**src/rtl/sbf_pkg.sv**
```systemverilog
// Shared types, register map and arithmetic constants for the scheduled brightness fader.
// No dependencies; every other file refers to this package by scoped names.

package sbf_pkg;

  // register map: register i at byte address 4*i
  localparam int unsigned CFG_ADDR_W = 5;
  localparam int unsigned CFG_DATA_W = 32;

  localparam logic [2:0] REG_PRIMARY_LEVEL   = 3'd0;
  localparam logic [2:0] REG_SECONDARY_LEVEL = 3'd1;
  localparam logic [2:0] REG_SECONDARY_MODE  = 3'd2;
  localparam logic [2:0] REG_WINDOW_START    = 3'd3;
  localparam logic [2:0] REG_WINDOW_END      = 3'd4;
  localparam logic [2:0] REG_LIMIT_JACK      = 3'd5;
  localparam logic [2:0] REG_LIMIT_USB       = 3'd6;

  // secondary_mode codes; the unused code behaves as off
  localparam logic [1:0] MODE_OFF    = 2'd0;
  localparam logic [1:0] MODE_WINDOW = 2'd1;
  localparam logic [1:0] MODE_NIGHT  = 2'd2;

  localparam logic [7:0]  PRIMARY_RESET   = 8'd255;
  localparam logic [7:0]  SECONDARY_RESET = 8'd32;
  localparam logic [13:0] LIMIT_JACK_RESET = 14'd8000;
  localparam logic [13:0] LIMIT_USB_RESET  = 14'd3000;

  // 0.1 in Q0.16; 0.9 is 65536 minus this
  localparam logic signed [14:0] FADE_TAKE_Q16 = 15'sd6554;
  localparam logic [33:0]        FADE_ROUND    = 34'd32768;
  localparam logic signed [16:0] SNAP_LIMIT    = 17'sd256;

  // floor(s/60) for s < 2^17 as (s * 139811) >> 23
  localparam logic [17:0] MIN_RECIP  = 18'd139811;
  localparam int unsigned MIN_SHIFT  = 23;

  typedef struct packed {
    logic [4:0] hour_now;
    logic [5:0] minute_now;
    logic       visible;
    logic       is_night;
    logic       jack_present;
  } sbf_in_t;

  typedef struct packed {
    logic [7:0]  brightness_out;
    logic [13:0] current_limit_ma;
    logic        in_secondary;
  } sbf_out_t;

  // live configuration as seen by the schedule stage
  typedef struct packed {
    logic [7:0]  primary_level;
    logic [7:0]  secondary_level;
    logic [1:0]  secondary_mode;
    logic [11:0] start_min;
    logic [11:0] end_min;
    logic [13:0] limit_jack_ma;
    logic [13:0] limit_usb_ma;
  } sbf_cfg_t;

  // schedule stage register contents handed to the fade stage
  typedef struct packed {
    logic [7:0]  target;
    logic [13:0] limit_ma;
    logic        in_secondary;
  } sbf_sched_t;

  function automatic logic [11:0] sec_to_min(input logic [16:0] secs);
    logic [34:0] prod;
    prod = {18'd0, secs} * {17'd0, MIN_RECIP};
    return prod[34:MIN_SHIFT];
  endfunction

endpackage

```
**src/rtl/sbf_cfg.sv**
```systemverilog
// Configuration register file behind the APB-style port.
// Depends on sbf_pkg; keeps window bounds both in seconds (readback) and minutes.

module sbf_cfg (
  input  logic                           clk,
  input  logic                           rst_n,
  input  logic                           psel,
  input  logic                           penable,
  input  logic                           pwrite,
  input  logic [sbf_pkg::CFG_ADDR_W-1:0] paddr,
  input  logic [sbf_pkg::CFG_DATA_W-1:0] pwdata,
  output logic [sbf_pkg::CFG_DATA_W-1:0] prdata,
  output logic                           pready,
  output sbf_pkg::sbf_cfg_t              cfg
);

  logic [7:0]  primary_r;
  logic [7:0]  secondary_r;
  logic [1:0]  mode_r;
  logic [16:0] start_sec_r;
  logic [16:0] end_sec_r;
  logic [11:0] start_min_r;
  logic [11:0] end_min_r;
  logic [13:0] limit_jack_r;
  logic [13:0] limit_usb_r;

  logic       wr_en;
  logic [2:0] reg_idx;

  assign pready  = 1'b1;
  assign wr_en   = psel && penable && pwrite;
  assign reg_idx = paddr[4:2];

  // minutes are derived at write time so they are valid with the seconds value
  always_ff @(posedge clk) begin
    if (!rst_n) begin
      primary_r    <= sbf_pkg::PRIMARY_RESET;
      secondary_r  <= sbf_pkg::SECONDARY_RESET;
      mode_r       <= sbf_pkg::MODE_OFF;
      start_sec_r  <= '0;
      end_sec_r    <= '0;
      start_min_r  <= '0;
      end_min_r    <= '0;
      limit_jack_r <= sbf_pkg::LIMIT_JACK_RESET;
      limit_usb_r  <= sbf_pkg::LIMIT_USB_RESET;
    end else if (wr_en) begin
      unique case (reg_idx)
        sbf_pkg::REG_PRIMARY_LEVEL:   primary_r   <= pwdata[7:0];
        sbf_pkg::REG_SECONDARY_LEVEL: secondary_r <= pwdata[7:0];
        sbf_pkg::REG_SECONDARY_MODE:  mode_r      <= pwdata[1:0];
        sbf_pkg::REG_WINDOW_START: begin
          start_sec_r <= pwdata[16:0];
          start_min_r <= sbf_pkg::sec_to_min(pwdata[16:0]);
        end
        sbf_pkg::REG_WINDOW_END: begin
          end_sec_r <= pwdata[16:0];
          end_min_r <= sbf_pkg::sec_to_min(pwdata[16:0]);
        end
        sbf_pkg::REG_LIMIT_JACK:      limit_jack_r <= pwdata[13:0];
        sbf_pkg::REG_LIMIT_USB:       limit_usb_r  <= pwdata[13:0];
        default: ;
      endcase
    end
  end

  always_comb begin
    prdata = '0;
    unique case (reg_idx)
      sbf_pkg::REG_PRIMARY_LEVEL:   prdata = {24'd0, primary_r};
      sbf_pkg::REG_SECONDARY_LEVEL: prdata = {24'd0, secondary_r};
      sbf_pkg::REG_SECONDARY_MODE:  prdata = {30'd0, mode_r};
      sbf_pkg::REG_WINDOW_START:    prdata = {15'd0, start_sec_r};
      sbf_pkg::REG_WINDOW_END:      prdata = {15'd0, end_sec_r};
      sbf_pkg::REG_LIMIT_JACK:      prdata = {18'd0, limit_jack_r};
      sbf_pkg::REG_LIMIT_USB:       prdata = {18'd0, limit_usb_r};
      default:                      prdata = '0;
    endcase
  end

  assign cfg.primary_level   = primary_r;
  assign cfg.secondary_level = secondary_r;
  assign cfg.secondary_mode  = mode_r;
  assign cfg.start_min       = start_min_r;
  assign cfg.end_min         = end_min_r;
  assign cfg.limit_jack_ma   = limit_jack_r;
  assign cfg.limit_usb_ma    = limit_usb_r;

endmodule

```
**src/rtl/sbf_sched.sv**
```systemverilog
// Input stage: window / night decision, target pick and supply limit, registered.
// Depends on sbf_pkg; feeds sbf_fade through a valid/advance pair.

module sbf_sched (
  input  logic                 clk,
  input  logic                 rst_n,
  input  logic                 in_valid,
  output logic                 in_stall,
  input  sbf_pkg::sbf_in_t     in_data,
  input  sbf_pkg::sbf_cfg_t    cfg,
  input  logic                 advance,
  output logic                 s1_valid,
  output sbf_pkg::sbf_sched_t  s1_data
);

  logic                valid_r;
  logic                valid_nxt;
  sbf_pkg::sbf_sched_t data_r;
  sbf_pkg::sbf_sched_t data_nxt;

  logic [10:0] now_min;
  logic [11:0] now_ext;
  logic        win_hit;
  logic        sec;
  logic        accept;

  // hour*60 as hour*64 - hour*4
  assign now_min = {in_data.hour_now, 6'd0} - 11'({in_data.hour_now, 2'd0})
                   + 11'(in_data.minute_now);
  assign now_ext = {1'b0, now_min};

  always_comb begin
    if (cfg.start_min <= cfg.end_min) begin
      win_hit = (now_ext >= cfg.start_min) && (now_ext < cfg.end_min);
    end else begin
      win_hit = (now_ext >= cfg.start_min) || (now_ext < cfg.end_min);
    end
  end

  always_comb begin
    unique case (cfg.secondary_mode)
      sbf_pkg::MODE_WINDOW: sec = win_hit;
      sbf_pkg::MODE_NIGHT:  sec = in_data.is_night;
      default:              sec = 1'b0;
    endcase
  end

  always_comb begin
    data_nxt.in_secondary = sec;
    data_nxt.limit_ma     = in_data.jack_present ? cfg.limit_jack_ma : cfg.limit_usb_ma;
    if (!in_data.visible) begin
      data_nxt.target = '0;
    end else begin
      data_nxt.target = sec ? cfg.secondary_level : cfg.primary_level;
    end
  end

  assign in_stall = valid_r && !advance;
  assign accept   = in_valid && !in_stall;

  always_comb begin
    valid_nxt = valid_r;
    if (accept) begin
      valid_nxt = 1'b1;
    end else if (advance) begin
      valid_nxt = 1'b0;
    end
  end

  always_ff @(posedge clk) begin
    if (!rst_n) begin
      valid_r <= 1'b0;
    end else begin
      valid_r <= valid_nxt;
    end
  end

  always_ff @(posedge clk) begin
    if (accept) begin
      data_r <= data_nxt;
    end
  end

  assign s1_valid = valid_r;
  assign s1_data  = data_r;

endmodule

```
**src/rtl/sbf_fade.sv**
```systemverilog
// Fade stage: Q8.8 level update with 0.9/0.1 weights, snap, and the result register.
// Depends on sbf_pkg; takes requests from sbf_sched.

module sbf_fade (
  input  logic                 clk,
  input  logic                 rst_n,
  input  logic                 s1_valid,
  input  sbf_pkg::sbf_sched_t  s1_data,
  output logic                 advance,
  output logic                 out_valid,
  input  logic                 out_stall,
  output sbf_pkg::sbf_out_t    out_data
);

  logic [15:0]       level_r;
  logic [15:0]       level_nxt;
  logic              out_valid_r;
  sbf_pkg::sbf_out_t out_data_r;

  logic [15:0]        target_q;
  logic signed [16:0] step_diff;
  logic signed [31:0] step_prod;
  logic [33:0]        acc;
  logic [15:0]        blend;
  logic signed [16:0] gap;
  logic               snap;

  assign target_q = {s1_data.target, 8'd0};

  // level*0.9 + target*0.1 rewritten as level + (target - level)*0.1
  assign step_diff = $signed({1'b0, target_q}) - $signed({1'b0, level_r});
  assign step_prod = step_diff * sbf_pkg::FADE_TAKE_Q16;
  assign acc       = {2'd0, level_r, 16'd0} + {{2{step_prod[31]}}, step_prod}
                     + sbf_pkg::FADE_ROUND;
  assign blend     = acc[31:16];

  assign gap  = $signed({1'b0, blend}) - $signed({1'b0, target_q});
  assign snap = (gap > -sbf_pkg::SNAP_LIMIT) && (gap < sbf_pkg::SNAP_LIMIT);
  assign level_nxt = snap ? target_q : blend;

  assign advance = s1_valid && (!out_valid_r || !out_stall);

  always_ff @(posedge clk) begin
    if (!rst_n) begin
      level_r     <= '0;
      out_valid_r <= 1'b0;
    end else if (advance) begin
      level_r     <= level_nxt;
      out_valid_r <= 1'b1;
    end else if (!out_stall) begin
      out_valid_r <= 1'b0;
    end
  end

  always_ff @(posedge clk) begin
    if (advance) begin
      out_data_r.brightness_out   <= level_nxt[15:8];
      out_data_r.current_limit_ma <= s1_data.limit_ma;
      out_data_r.in_secondary     <= s1_data.in_secondary;
    end
  end

  assign out_valid = out_valid_r;
  assign out_data  = out_data_r;

endmodule

```
**src/rtl/scheduled_brightness_fader.sv**
```systemverilog
// Top level of the scheduled brightness fader: config registers, schedule stage, fade stage.
// Depends on sbf_pkg, sbf_cfg, sbf_sched and sbf_fade.
//
//   channel | ports                          | carries
//   --------+--------------------------------+-----------------------------------------
//   in      | in_valid, in_stall, in_data    | hour, minute, visible, night, jack flags
//   out     | out_valid, out_stall, out_data | brightness, current limit, secondary flag
//   config  | psel..pready, 32-bit data      | seven registers at byte address 4*i
//
// One request per cycle sustained while out_stall is low; a result passes through the
// schedule stage register and the fade result register on its way to the outputs.
// The rate is set by the fade loop: the level register feeds one multiply-add per cycle.
// Synchronous active-low reset clears the level and both valid flags, no clearing pass.
// A stalled output holds its result; the schedule stage still takes one more request.

module scheduled_brightness_fader (
  input  logic                           clk,
  input  logic                           rst_n,
  input  logic                           in_valid,
  output logic                           in_stall,
  input  sbf_pkg::sbf_in_t               in_data,
  output logic                           out_valid,
  input  logic                           out_stall,
  output sbf_pkg::sbf_out_t              out_data,
  input  logic                           psel,
  input  logic                           penable,
  input  logic                           pwrite,
  input  logic [sbf_pkg::CFG_ADDR_W-1:0] paddr,
  input  logic [sbf_pkg::CFG_DATA_W-1:0] pwdata,
  output logic [sbf_pkg::CFG_DATA_W-1:0] prdata,
  output logic                           pready
);

  sbf_pkg::sbf_cfg_t   cfg;
  sbf_pkg::sbf_sched_t s1_data;
  logic                s1_valid;
  logic                advance;

  sbf_cfg u_cfg (
    .clk     (clk),
    .rst_n   (rst_n),
    .psel    (psel),
    .penable (penable),
    .pwrite  (pwrite),
    .paddr   (paddr),
    .pwdata  (pwdata),
    .prdata  (prdata),
    .pready  (pready),
    .cfg     (cfg)
  );

  sbf_sched u_sched (
    .clk      (clk),
    .rst_n    (rst_n),
    .in_valid (in_valid),
    .in_stall (in_stall),
    .in_data  (in_data),
    .cfg      (cfg),
    .advance  (advance),
    .s1_valid (s1_valid),
    .s1_data  (s1_data)
  );

  sbf_fade u_fade (
    .clk       (clk),
    .rst_n     (rst_n),
    .s1_valid  (s1_valid),
    .s1_data   (s1_data),
    .advance   (advance),
    .out_valid (out_valid),
    .out_stall (out_stall),
    .out_data  (out_data)
  );

endmodule
```
**config.mk**
```make
export PLATFORM = sky130hd
export DESIGN_NAME = scheduled_brightness_fader
export DESIGN_NICKNAME = d
export VERILOG_FILES = /design/src/rtl/sbf_pkg.sv /design/src/rtl/sbf_cfg.sv /design/src/rtl/sbf_sched.sv /design/src/rtl/sbf_fade.sv /design/src/rtl/scheduled_brightness_fader.sv
export SDC_FILE = /design/constraint.sdc
export NUM_CORES = 1
export LEC_CHECK = 0
export ABC_AREA = 1
export BUFFER_PORTS_ARGS = -buffer_cell sky130_fd_sc_hd__buf_4
export CAP_MARGIN = 20
export CORE_MARGIN = 1
export CORE_UTILIZATION = 55
export DETAILED_ROUTE_END_ITERATION = 10
export GPL_TIMING_DRIVEN = 0
export PLACE_DENSITY = 0.84
export SETUP_SLACK_MARGIN = 0.15
export SYNTH_ARGS = -nofsm -noshare
export SYNTH_HDL_FRONTEND = slang
export SYNTH_SLANG_ARGS = --single-unit
export TNS_END_PERCENT = 20
```
**constraint.sdc**
```tcl
create_clock -name clk -period 11.9 [get_ports clk]
set_input_delay 2.38 -clock clk [delete_from_list [all_inputs] [get_ports clk]]
set_output_delay 2.38 -clock clk [all_outputs]
set_load 0.02 [all_outputs]
```
==> metrics.txt <==
Die Y-Extent 178.8 um; setup repair after global routing missed its margin false; final-layout setup total negative slack 0 ns; row cnt 64; cts-stage hold buffer count 0; worst clock skew 0.01269 ns; length in cells of the worst reg-to-reg path 51; kind of critical path reg -> reg; startpoint of the worst hold path u_sched.s1_data[6]; FMAX 98.70 MHz; clock transition time at the flip-flop clock pins of the worst setup and hold paths 0.07 ns; number of buffers inserted by port buffering 81; final critical delay including setup and external delays 10.13 ns; die footprint 0.03195 mm2; endpoint of the worst-slack reg-to-reg timing path u_fade.out_data[15]; period utilization 85.14%; clock insertion delay at the later pin of the skew report 0.44 ns; commonest cells after routing, fill and taps aside 452 x inv_1, 383 x nand2_1, 280 x ha_1, 173 x a21oi_1, 140 x o21ai_0; RR Startpoint u_fade.level_r[0]; total of flip-flops plus latches after synthesis 168; required time at the endpoint of the critical path 12.07 ns; Post CTS Setup Buffer Count 0; slowest stage delay, CP 0.60 ns; fin. max-slew vios 0; Setup violations, final 0; total DRC errors in the routed layout 0; Vias per Instance 5.626; core area 0.03067 mm2; vias 15.56k; overflow left after global routing 0; final design area excluding fillers 0.01889 mm2; Seq/Total Area, Yosys 22.25%; die outline width 178.8 um; initial cell density of the core 56.03%; most area-consuming cells after synthesis ha_1 20%, dfxtp_1 14%, fa_1 10%; largest net degree at the start of global routing 33; average detailed-routed wire length per instance 15.96 um; Cell Area, Placed 0.01834 mm2; fraction of final layout cells with drive strength greater than 1 7.637%; number of cells produced by synthesis 2,243; Detailed Route Iter0 Violations 1,461; hold-critical path endpoint u_fade.out_data[6]; data arrival time of the critical path 10.30 ns; worst-path fanout max 9; placed wire-length estimate 35,940 um; critical-path cell with the highest stage delay dfxtp_1; residual antenna-violating net count after detailed routing 0; final layout net count 2,784; outcome finished, final reports clean; wire length of the first global-routing pass 72,590 um; cell depth of the worst min-delay path 0; sink count of the clock tree 168; IO Count 116; share of the synthesized area in the top cell type 20.39%; number of enable-type register cells in the synthesized netlist 46; number of antenna violations at the first check in global routing 0; Clock Tree Root clkbuf_16; diode count 0; cell type contributing the most total cell area after synthesis ha_1; number of search-and-repair iterations in the first detailed-routing pass 7; post-cts gate resize count 0; final wirelength 44,160 um; most common library cell in the layout ignoring fill and taps inv_1; endpoint type of the worst setup path flop; async set-or-reset flop fraction in the synthesized netlist 0%; number of warnings reported in the yosys synthesis log 0; Post-Place Worst Slack 1.973 ns; signed area change from the synthesized netlist to the final layout 9.910%; total track usage 28.52%; startpoint type of the worst setup path flop; type of the most critical hold path reg -> reg; cell area after synthesis 0.01718 mm2; routability cong. 0.9539; Worst Tran Pin Value 1.038 ns; max-slew headroom at the worst pin 30.75%; final-report hold violation count 0; most instantiated flip-flop cell in the synthesis netlist dfxtp_1; number of global-route vias before repair 15.31k; CTS tree built; R2R Setup Slk 1.77 ns; Max Cap Violations 0; most used cell along the critical path inv_1; post-synth cell types 58; Max Root-Sink Buffers 2; H-Tree Level Count 4; number of buffers added by the clock tree synthesis step 17; synthesized area per cell 7.661 um2; final setup slack of the worst path 1.768 ns
layer usage:
metal | GRT usage, % | up-vias | part of all wire (%)
met2 | 47.13 | 650 | 46
met4 | 11.33 | 0 | 3.7
met5 | 0 | - | 0
met1 | 36.87 | 7243 | 43
li1 | - | 7530 | -
met3 | 4.941 | 138 | 7.8
registers in the layout (all words and copies together), names as in the netlist:
name and count:
u_fade.out_data 23, u_cfg.start_sec_r 17, u_cfg.mode_r 2, u_cfg.primary_r 8, u_sched.s1_data 23, u_sched.s1_valid 1
u_fade.level_r 16, u_cfg.secondary_r 8, u_cfg.end_min_r 12, u_cfg.end_sec_r 17, u_cfg.start_min_r 12, u_fade.out_valid 1
u_cfg.limit_jack_r 14, u_cfg.limit_usb_r 14
kinds of logic after synthesis:
kind of cell | share of synthesized area, %
XOR/XNOR | 3.306
AND/OR/NAND/NOR | 17.26
adder cells (fa/ha/maj) | 30.76
AO/OA/AOI/OAI | 14.38
flip-flops | 22.25
multiplexers | 0.1820
other | 0.04371
buffers and inverters | 11.81
cell usage after synthesis, types with 4 or more instances:
cell type    n
nand2_2      6
xor2_1      48
nand3b_1     9
a21oi_1    173
nand2_1    383
o31ai_1      4
dfxtp_1    122
o21bai_1    12
clkbuf_1    36
nor3_1      16
edfxtp_1    46
nand4_1     24
a31oi_1      9
fa_1        89
or2_2        9
a221oi_1    12
buf_2        4
o21a_1       5
o21ai_0    140
a21o_1      13
xnor2_1     15
o211ai_1    26
buf_4       17
o21ai_1      4
inv_1      452
ha_1       280
nand3_1     76
clkinv_1     4
a21boi_0     4
nor2_2       4
nor4_1       7
nor2_1     139
nand3_2      8
o2111ai_1    8
stage by stage:
step,hold slack (ns),cells,util (%)
after floorplan,0.4003,2257,-
after global placement,0.4040,2734,59.80
after detailed placement,0.4045,2734,59.80
after CTS,0.4196,2766,61.58
after global routing,0.4249,2766,61.58
final,0.4186,2766,61.58
worst max-delay path by stage:
stage / depth (start not counted) / start / slack (ns) / end
2_1_floorplan: 51 / u_fade.level_r[0] / 3.25 / u_fade.out_data[22]
3_3_place_gp: 51 / u_fade.level_r[0] / 2.16 / u_fade.out_data[15]
3_5_place_dp: 51 / u_fade.level_r[0] / 1.97 / u_fade.out_data[15]
4_1_cts: 51 / u_fade.level_r[0] / 1.90 / u_fade.out_data[15]
5_1_grt: 52 / u_fade.level_r[0] / 1.20 / u_fade.level_r[13]
6_report: 51 / u_fade.level_r[0] / 1.77 / u_fade.out_data[15]
worst max-delay path, delay by kind of cell (launching register included):
kind | cells | cell delay [ns]
and+or+nand+nor | 25 | 3.12
xor gates and xnor gates | 2 | 0.52
adders and majority gates | 9 | 3.59
AOI/OAI and AO/OA | 6 | 1.33
buffers and inverters | 9 | 0.69
DFF | 1 | 0.60
final cells by class:
type | count | area, um2
Buffer | 60 | 310.3
Tap cell | 396 | 495.5
Timing Repair Buffer | 81 | 608.1
Clock inverter | 15 | 121.4
Sequential cell | 168 | 3824
Multi-Input combinational cell | 1571 | 11380
Clock buffer | 17 | 425.4
Fill cell | 2621 | 11780
Inverter | 458 | 1719
Power is not shown: default switching activity piles up to over one toggle a cycle in this logic, so the estimate is an artifact.
